File: config.mk
export PLATFORM = sky130hd
export DESIGN_NAME = abf_ctrl
export DESIGN_NICKNAME = d
export VERILOG_FILES = /design/src/hdl/abf_pkg.sv /design/src/hdl/abf_ctrl.sv
export SDC_FILE = /design/constraint.sdc
export NUM_CORES = 1
export LEC_CHECK = 0
export BUFFER_PORTS_ARGS = -buffer_cell sky130_fd_sc_hd__buf_2
export CORE_UTILIZATION = 49
export CTS_CLUSTER_DIAMETER = 30
export CTS_CLUSTER_SIZE = 28
export DETAILED_ROUTE_END_ITERATION = 16
export PLACE_DENSITY = 0.75
export SYNTH_ARGS = -nofsm -noshare
export SYNTH_HDL_FRONTEND = slang
export SYNTH_SLANG_ARGS = --single-unit
File: constraint.sdc
create_clock -name clk -period 1.6 [get_ports clk]
set_input_delay 0.24 -clock clk [delete_from_list [all_inputs] [get_ports clk]]
set_output_delay 0.24 -clock clk [all_outputs]
set_load 0.01 [all_outputs]
File: src/hdl/abf_pkg.sv
`default_nettype none
// ----------------------------------------------------------------------------
// abf_pkg
// Shared types, constants and AES helper functions for the Bloom filter insert
// block.
// ----------------------------------------------------------------------------
package abf_pkg;

  // width of a bit position / modulus (bit_count register)
  localparam int unsigned BW = 17;
  // width of a hash counter (holds up to 127)
  localparam int unsigned KW = 7;
  // width of a word number taken from a bit position
  localparam int unsigned IW = BW - 6;

  // configuration register indexes
  localparam logic [1:0] CFG_KEY_LOW   = 2'd0;
  localparam logic [1:0] CFG_KEY_HIGH  = 2'd1;
  localparam logic [1:0] CFG_HASH_CNT  = 2'd2;
  localparam logic [1:0] CFG_BIT_CNT   = 2'd3;

  localparam logic OP_ABSORB = 1'b0;
  localparam logic OP_READ   = 1'b1;

  typedef enum logic [3:0] {
    ST_CLEAR,
    ST_IDLE,
    ST_RD_WAIT,
    ST_RD_OUT,
    ST_AES,
    ST_ACC,
    ST_DIV,
    ST_DIV_STORE,
    ST_SET_RD,
    ST_SET_WR,
    ST_FINISH
  } state_t;

  typedef enum logic [1:0] {
    DIV_H1,
    DIV_H2,
    DIV_C
  } div_sel_t;

  typedef struct packed {
    logic     load;
    logic     aes_round;
    logic     aes_final;
    logic     acc_update;
    logic     div_start;
    div_sel_t div_sel;
    logic     div_step;
    logic     div_store;
    logic     set_rd;
    logic     set_wr;
    logic     clr_wr;
    logic     out_load;
    logic     out_from_ram;
  } cmd_t;

  typedef struct packed {
    logic          clr_last;
    logic          is_last;
    logic [KW-1:0] k;
  } status_t;

  localparam logic [7:0] SBOX [256] = '{
    8'h63,8'h7c,8'h77,8'h7b,8'hf2,8'h6b,8'h6f,8'hc5,8'h30,8'h01,8'h67,8'h2b,8'hfe,8'hd7,8'hab,8'h76,
    8'hca,8'h82,8'hc9,8'h7d,8'hfa,8'h59,8'h47,8'hf0,8'had,8'hd4,8'ha2,8'haf,8'h9c,8'ha4,8'h72,8'hc0,
    8'hb7,8'hfd,8'h93,8'h26,8'h36,8'h3f,8'hf7,8'hcc,8'h34,8'ha5,8'he5,8'hf1,8'h71,8'hd8,8'h31,8'h15,
    8'h04,8'hc7,8'h23,8'hc3,8'h18,8'h96,8'h05,8'h9a,8'h07,8'h12,8'h80,8'he2,8'heb,8'h27,8'hb2,8'h75,
    8'h09,8'h83,8'h2c,8'h1a,8'h1b,8'h6e,8'h5a,8'ha0,8'h52,8'h3b,8'hd6,8'hb3,8'h29,8'he3,8'h2f,8'h84,
    8'h53,8'hd1,8'h00,8'hed,8'h20,8'hfc,8'hb1,8'h5b,8'h6a,8'hcb,8'hbe,8'h39,8'h4a,8'h4c,8'h58,8'hcf,
    8'hd0,8'hef,8'haa,8'hfb,8'h43,8'h4d,8'h33,8'h85,8'h45,8'hf9,8'h02,8'h7f,8'h50,8'h3c,8'h9f,8'ha8,
    8'h51,8'ha3,8'h40,8'h8f,8'h92,8'h9d,8'h38,8'hf5,8'hbc,8'hb6,8'hda,8'h21,8'h10,8'hff,8'hf3,8'hd2,
    8'hcd,8'h0c,8'h13,8'hec,8'h5f,8'h97,8'h44,8'h17,8'hc4,8'ha7,8'h7e,8'h3d,8'h64,8'h5d,8'h19,8'h73,
    8'h60,8'h81,8'h4f,8'hdc,8'h22,8'h2a,8'h90,8'h88,8'h46,8'hee,8'hb8,8'h14,8'hde,8'h5e,8'h0b,8'hdb,
    8'he0,8'h32,8'h3a,8'h0a,8'h49,8'h06,8'h24,8'h5c,8'hc2,8'hd3,8'hac,8'h62,8'h91,8'h95,8'he4,8'h79,
    8'he7,8'hc8,8'h37,8'h6d,8'h8d,8'hd5,8'h4e,8'ha9,8'h6c,8'h56,8'hf4,8'hea,8'h65,8'h7a,8'hae,8'h08,
    8'hba,8'h78,8'h25,8'h2e,8'h1c,8'ha6,8'hb4,8'hc6,8'he8,8'hdd,8'h74,8'h1f,8'h4b,8'hbd,8'h8b,8'h8a,
    8'h70,8'h3e,8'hb5,8'h66,8'h48,8'h03,8'hf6,8'h0e,8'h61,8'h35,8'h57,8'hb9,8'h86,8'hc1,8'h1d,8'h9e,
    8'he1,8'hf8,8'h98,8'h11,8'h69,8'hd9,8'h8e,8'h94,8'h9b,8'h1e,8'h87,8'he9,8'hce,8'h55,8'h28,8'hdf,
    8'h8c,8'ha1,8'h89,8'h0d,8'hbf,8'he6,8'h42,8'h68,8'h41,8'h99,8'h2d,8'h0f,8'hb0,8'h54,8'hbb,8'h16
  };

  function automatic logic [7:0] xtime(input logic [7:0] x);
    return {x[6:0], 1'b0} ^ (x[7] ? 8'h1b : 8'h00);
  endfunction

  // SubBytes, ShiftRows and (except in the last round) MixColumns
  function automatic logic [127:0] aes_round(input logic [127:0] s, input logic last);
    logic [7:0]   t [16];
    logic [7:0]   a0, a1, a2, a3, all;
    logic [127:0] o;
    for (int c = 0; c < 4; c++) begin
      for (int i = 0; i < 4; i++) begin
        t[i + 4*c] = SBOX[s[8*(i + 4*((c + i) & 3)) +: 8]];
      end
    end
    if (!last) begin
      for (int c = 0; c < 4; c++) begin
        a0 = t[4*c];
        a1 = t[4*c+1];
        a2 = t[4*c+2];
        a3 = t[4*c+3];
        all = a0 ^ a1 ^ a2 ^ a3;
        t[4*c]   = a0 ^ all ^ xtime(a0 ^ a1);
        t[4*c+1] = a1 ^ all ^ xtime(a1 ^ a2);
        t[4*c+2] = a2 ^ all ^ xtime(a2 ^ a3);
        t[4*c+3] = a3 ^ all ^ xtime(a3 ^ a0);
      end
    end
    for (int j = 0; j < 16; j++) begin
      o[8*j +: 8] = t[j];
    end
    return o;
  endfunction

  // next AES-128 round key
  function automatic logic [127:0] key_next(input logic [127:0] rk, input logic [7:0] rcon);
    logic [31:0] t, w0, w1, w2, w3;
    t  = {SBOX[rk[103:96]], SBOX[rk[127:120]], SBOX[rk[119:112]],
          SBOX[rk[111:104]] ^ rcon};
    w0 = rk[31:0] ^ t;
    w1 = rk[63:32] ^ w0;
    w2 = rk[95:64] ^ w1;
    w3 = rk[127:96] ^ w2;
    return {w3, w2, w1, w0};
  endfunction

endpackage
`default_nettype wire

File: src/hdl/abf_ctrl.sv
`default_nettype none
// ----------------------------------------------------------------------------
// abf_ctrl
// Controller: sequences clearing, AES rounds, the three reductions, the
// per-hash read-modify-write and the result handoff.
// ----------------------------------------------------------------------------
module abf_ctrl (
  input  wire logic             clk,
  input  wire logic             rst_n,
  input  wire logic             in_tvalid,
  input  wire logic             in_op,
  output      logic             in_tready,
  output      logic             out_tvalid,
  input  wire logic             out_tready,
  input  wire abf_pkg::status_t status,
  output      abf_pkg::cmd_t    cmd
);

  abf_pkg::state_t   state_r, state_nxt;
  abf_pkg::div_sel_t sel_r, sel_nxt;
  logic [3:0] round_r, round_nxt;
  logic [4:0] bit_r, bit_nxt;
  logic [abf_pkg::KW-1:0] hash_r, hash_nxt;
  logic out_valid_r, out_free;

  assign out_free   = !out_valid_r || out_tready;
  assign out_tvalid = out_valid_r;

  always_ff @(posedge clk) begin
    if (!rst_n) begin
      state_r     <= abf_pkg::ST_CLEAR;
      sel_r       <= abf_pkg::DIV_H1;
      round_r     <= '0;
      bit_r       <= '0;
      hash_r      <= '0;
      out_valid_r <= 1'b0;
    end else begin
      state_r <= state_nxt;
      sel_r   <= sel_nxt;
      round_r <= round_nxt;
      bit_r   <= bit_nxt;
      hash_r  <= hash_nxt;
      if (cmd.out_load) begin
        out_valid_r <= 1'b1;
      end else if (out_tready) begin
        out_valid_r <= 1'b0;
      end
    end
  end

  always_comb begin
    state_nxt = state_r;
    sel_nxt   = sel_r;
    round_nxt = round_r;
    bit_nxt   = bit_r;
    hash_nxt  = hash_r;
    in_tready = 1'b0;
    cmd       = '0;
    cmd.div_sel = sel_r;
    unique case (state_r)
      abf_pkg::ST_CLEAR: begin
        cmd.clr_wr = 1'b1;
        if (status.clr_last) begin
          state_nxt = abf_pkg::ST_IDLE;
        end
      end
      abf_pkg::ST_IDLE: begin
        in_tready = 1'b1;
        if (in_tvalid) begin
          cmd.load  = 1'b1;
          round_nxt = '0;
          state_nxt = (in_op == abf_pkg::OP_READ) ? abf_pkg::ST_RD_WAIT : abf_pkg::ST_AES;
        end
      end
      abf_pkg::ST_RD_WAIT: state_nxt = abf_pkg::ST_RD_OUT;
      abf_pkg::ST_RD_OUT: begin
        // read data stays valid while the word address is held
        if (out_free) begin
          cmd.out_load     = 1'b1;
          cmd.out_from_ram = 1'b1;
          state_nxt        = abf_pkg::ST_IDLE;
        end
      end
      abf_pkg::ST_AES: begin
        cmd.aes_round = 1'b1;
        cmd.aes_final = (round_r == 4'd9);
        round_nxt     = round_r + 4'd1;
        if (round_r == 4'd9) begin
          state_nxt = abf_pkg::ST_ACC;
        end
      end
      abf_pkg::ST_ACC: begin
        cmd.acc_update = 1'b1;
        if (status.is_last) begin
          cmd.div_start = 1'b1;
          cmd.div_sel   = abf_pkg::DIV_H1;
          sel_nxt       = abf_pkg::DIV_H1;
          bit_nxt       = '0;
          state_nxt     = abf_pkg::ST_DIV;
        end else begin
          state_nxt = abf_pkg::ST_FINISH;
        end
      end
      abf_pkg::ST_DIV: begin
        cmd.div_step = 1'b1;
        bit_nxt      = bit_r + 5'd1;
        if (bit_r == 5'd31) begin
          state_nxt = abf_pkg::ST_DIV_STORE;
        end
      end
      abf_pkg::ST_DIV_STORE: begin
        // div_sel names the remainder being stored
        cmd.div_store = 1'b1;
        bit_nxt       = '0;
        hash_nxt      = '0;
        unique case (sel_r)
          abf_pkg::DIV_H1: begin
            cmd.div_start = 1'b1;
            sel_nxt       = abf_pkg::DIV_H2;
            state_nxt     = abf_pkg::ST_DIV;
          end
          abf_pkg::DIV_H2: begin
            cmd.div_start = 1'b1;
            sel_nxt       = abf_pkg::DIV_C;
            state_nxt     = abf_pkg::ST_DIV;
          end
          default: begin
            state_nxt = (status.k == '0) ? abf_pkg::ST_FINISH : abf_pkg::ST_SET_RD;
          end
        endcase
      end
      abf_pkg::ST_SET_RD: begin
        cmd.set_rd = 1'b1;
        state_nxt  = abf_pkg::ST_SET_WR;
      end
      abf_pkg::ST_SET_WR: begin
        cmd.set_wr = 1'b1;
        hash_nxt   = hash_r + abf_pkg::KW'(1);
        state_nxt  = (hash_nxt == status.k) ? abf_pkg::ST_FINISH : abf_pkg::ST_SET_RD;
      end
      abf_pkg::ST_FINISH: begin
        if (out_free) begin
          cmd.out_load = 1'b1;
          state_nxt    = abf_pkg::ST_IDLE;
        end
      end
      default: state_nxt = abf_pkg::ST_IDLE;
    endcase
  end

endmodule
`default_nettype wire

* Word-level counts from Yosys, hierarchy flattened
Cells that the tools add are included.
** Operators by class
- Multiplexer cells :: 39
- Reductions and logical operators :: 16
- Add/sub/neg operators :: 3
- Equality and inequality tests :: 21
** Operator list (number)
- $pmux 4 s10 :: 1
- $mux 4 :: 8
- $eq 4x3->1 const B :: 4
- $eq 4x4->1 const B :: 4
- $pmux 5 s3 :: 1
- $mux 1 :: 14
- $pmux 7 s2 :: 1
- $mux 2 :: 6
- $ne 2x2->1 const B :: 5
- $eq 4x2->1 const B :: 2
- $pmux 2 s2 :: 2
- $pmux 4 s2 :: 1
- $reduce_bool 2->1 :: 4
- $add 7x1->7 const B :: 1
- $eq 7x7->1 :: 1
- $logic_not 7->1 :: 1
- $mux 3 :: 2
- $add 5x1->5 const B :: 1
- $eq 5x5->1 const B :: 1
- $mux 5 :: 1
- $reduce_and 5->1 :: 1
- $add 4x1->4 const B :: 1
- $eq 4x1->1 const B :: 1
- $logic_not 4->1 :: 1
- 11 further kinds :: 14
** Storage, ports and cells
- Output and inout port bits :: 16
- Bits of input ports :: 14
- Register bits after elaboration :: 23

* Longest topological paths before layout
- Depth in word-level cells :: 5
- Depth in mapped cells :: 7
- Depth with buffers taken out :: 7

* Least setup slack after synthesis
Ideal clock, no wire load.
- Path kind :: register to register
- From :: reg bit_r[0]
- To :: reg state_r[1]
- Period minus slack after synthesis :: 1.690 ns
- Data required time :: 1.479 ns
- Data arrival time :: 1.570 ns
- Setup slack :: -0.090 ns
- Stages on the path, launching flop included :: 8
- Cells stage by stage :: dfxtp_1 > ha_1 > and3_1 > ha_1 > o32ai_4 > a221o_4 > mux2i_1 > a21oi_1
** Between the ends
- Word-level cells in the longest chain between the ends :: 3
** Ends and longest elaborated chain
- from (decl) :: line abf_ctrl.sv:22 : logic [4:0] bit_r, bit_nxt;
- from (signal assigned) :: line abf_ctrl.sv:41 : bit_r <= bit_nxt;
- $eq 5x5->1 :: line abf_ctrl.sv:107 : if (bit_r == 5'd31) begin
- $ne 2x2->1 (no source line)
- $reduce_and 5->1 (no source line)
- to (signal assigned) :: line abf_ctrl.sv:31 : state_r <= abf_pkg::ST_CLEAR;
- to (signal assigned) :: line abf_ctrl.sv:38 : state_r <= state_nxt;
- to (decl) :: line abf_ctrl.sv:19 : abf_pkg::state_t state_r, state_nxt;
Every way passes these cells.
A chain may end at the register's enable or synchronous reset.

==> results.py <==
metrics = {
    "floorplanning": {
        "coreArea_um2": 2805,
        "core.rowCount": 19,
        "dieArea_um2": 3229,
        "start_util_pct": 52.50,
        "dieWidth_um": 56.82,
        "fp.dieH_um": 56.82,
        "io_pins": 30,
    },
    "layout": {
        "final_common_cell": "buf_2",
        "layout-drive-gt1-share_pct": 40.34,
        "antenna-diode-count": 0,
        "nets": 253,
        "final_cell_mix": "buf_2, nor2_1, buf_4",
        "fill_cells": 237,
        "stdcell_count": 264,
        "register_area_um2": 471.7,
        "area_growth_pct": 34.49,
        "multi_input_area_um2": 1086,
    },
    "sta": {
        "skew_ps": 2.074,
        "min_period_ps": 1783,
        "max_freq_mhz": 560.8,
        "post-route-period-util_pct": 111.5,
        "worst_slew_pin_slew_ps": 410.0,
        "finalHoldViolCount": 0,
        "slew_violations": 0,
        "worst_slack_ps": -183.3,
        "slew_headroom_pct": 72.61,
        "setup_violations": 16,
        "rsz0062_at_grt": "yes",
    },
    "grt": {
        "grt_max_degree": 17,
        "grt-busiest-layer": "met2",
        "antenna_found_initial": 0,
        "met3_usage_pct": 2.304,
        "global_route.usage.met2_pct": 41.33,
        "grt_pass1_wl_um": 5871,
        "grtUsageTotal_pct": 22.69,
        "grt_overflow": 0,
        "met1_usage_pct": 27.76,
        "grt_pass1_vias": 1429,
    },
    "synth": {
        "syn-num-nets": 203,
        "ys.flop_type": "dfxtp_1",
        "async_reset_ff_share_pct": 0,
        "ys_ff_latch": 23,
        "netlist_top_cells_area": "dfxtp_1, nor2_1, a21oi_1",
        "synth_cells": 184,
        "ys_seq_area_share_pct": 31.27,
        "syn_area_um2": 1473,
        "synth_enable_flop_cells": 0,
        "ys_types": 42,
        "yosys_warnings": 0,
        "post-synth-top-area-cell": "dfxtp_1",
        "synth_top_area_share_pct": 31.27,
        "avgSynthCellArea_um2": 8.004,
    },
    "clock_tree": {
        "clk_pin_slew_ps": 120,
        "root_buffer": "clkbuf_4",
        "cts_tree": "built",
        "ctsLongestPathBuffers": 2,
        "cts_buffers": 3,
        "insertion_delay_ps": 300,
        "htreeDepth": 1,
        "numClockSinks": 23,
    },
    "drt": {
        "post_drt_via_cell_ratio": 5.682,
        "drc_errors": 4,
        "routed_wirelength_um": 3683,
        "vias": 1500,
        "drtPass1Iterations": 10,
        "wl_per_cell_um": 13.95,
        "ant_nets": 0,
        "drt_first_iter_violations": 47,
    },
    "pwr": {
        "power_density_nw_per_um2": 1046,
        "peakVddDrop_uv": 492.8,
        "p_leak_nw": 0.8247,
        "power_mw": 2.071,
    },
    "placement": {
        "dp_hpwl_um": 2623,
        "dp.cells": 256,
        "gp_congestion": 0.8923,
        "io_buffers": 29,
        "pre_cts_ws_ps": -80.03,
    },
    "critical_path": {
        "crit_family": "simple AND/OR/NAND/NOR gates",
        "required_ps": 1360,
        "worst_path_most_repeated_cell": "buf_6",
        "startpoint_type": "flip-flop",
        "slowest_delay_ps": 520,
        "crit_chain": "or4b_4, buf_6, nor2b_4, buf_6",
        "crit_slowest_cell": "or4b_4",
        "cp.arrival_ps": 1540,
        "cp_num_buf_inv": 2,
        "endpoint_kind": "primary output",
        "cp_max_fo": 4,
        "crit_type": "reg -> out",
    },
    "hold_path": {
        "hold_path_class": "in -> reg",
    },
    "status": {
        "violations": "design-rule violations, negative setup slack",
        "status": "finished with violations",
    },
    "job": {
        "drv_cap": 0,
    },
}
power breakdown:
part	switching (mW)	total, mW	internal [mW]
clock	0.165	0.262	0.0972
combinational	0.590	1.13	0.541
sequential	0.0485	0.678	0.629
total	0.804	2.07	1.27
through the flow:
stage	setup TNS, ps	instance area (um^2)	util (%)	hold WS, ps
final	-1216	1981	70.61	188.1
after global routing	-2377	1981	70.61	196.3
after CTS	-1420	1854	66.10	184.9
after detailed placement	-247.2	1753	62.49	509.5
after global placement	-54.90	1753	62.49	482.9
after floorplan	-148.7	1475	-	357.7
final timing paths:
check / startpoint / to / slack (ps) / cells after the start
worst max register to register: state_r[3] / state_r[1] / -120 / 6
worst max-delay path: state_r[3] / cmd[11] / -180 / 4
worst min register to register: hash_r[6] / hash_r[6] / 520 / 2
worst min-delay path: rst_n / state_r[2] / 190 / 2
layer usage:
layer	routed length (um)	up-vias	share of wire (%)
met5	0	-	0
met4	39	0	1.1
met3	112	6	3.0
met2	1914	36	52
met1	1617	710	44
li1	-	748	-
what timing repair did:
| item | CTS | global route |
|---|---|---|
| resized for setup | 19 | 31 |
| hold buffers | 0 | 0 |
| pin swaps | 3 | 7 |
| endpoints found under the setup margin | 18 | 24 |
| buffers inserted | 4 | 0 |
| gates cloned | 0 | 0 |
logic make-up after synthesis:
| logic type | Yosys count | share of synthesized area (%) |
|---|---|---|
| simple gates | 85 | 29.99 |
| compound gates | 41 | 19.63 |
| flops | 23 | 31.27 |
| buf+inv | 14 | 5.097 |
| fa+ha+maj | 5 | 4.248 |
| xor+xnor | 13 | 7.732 |
| mux | 3 | 2.039 |
cell usage after synthesis (4+ instances only):
master / n
xnor2_1: 7
dfxtp_1: 23
nor3_1: 8
nand3_1: 7
nand2b_1: 10
inv_1: 6
ha_1: 5
or3_1: 4
nand2_1: 9
a22oi_1: 4
xor2_1: 6
nor2_1: 26
a21oi_1: 15
o21ai_0: 8
sequential cells by signal (all words and copies together), names as in the netlist:
signal      count
hash_r          7
bit_r           5
round_r         4
state_r         4
sel_r           2
out_tvalid      1
area by class of cell:
cell class	instances	area share, %
Timing Repair Buffer	52	16.74
Sequential cell	23	23.82
Multi-Input combinational cell	147	54.83
Tap cell	31	1.958
Inverter	7	1.327
Clock buffer	4	1.327
(Power assumes the default switching activity.)
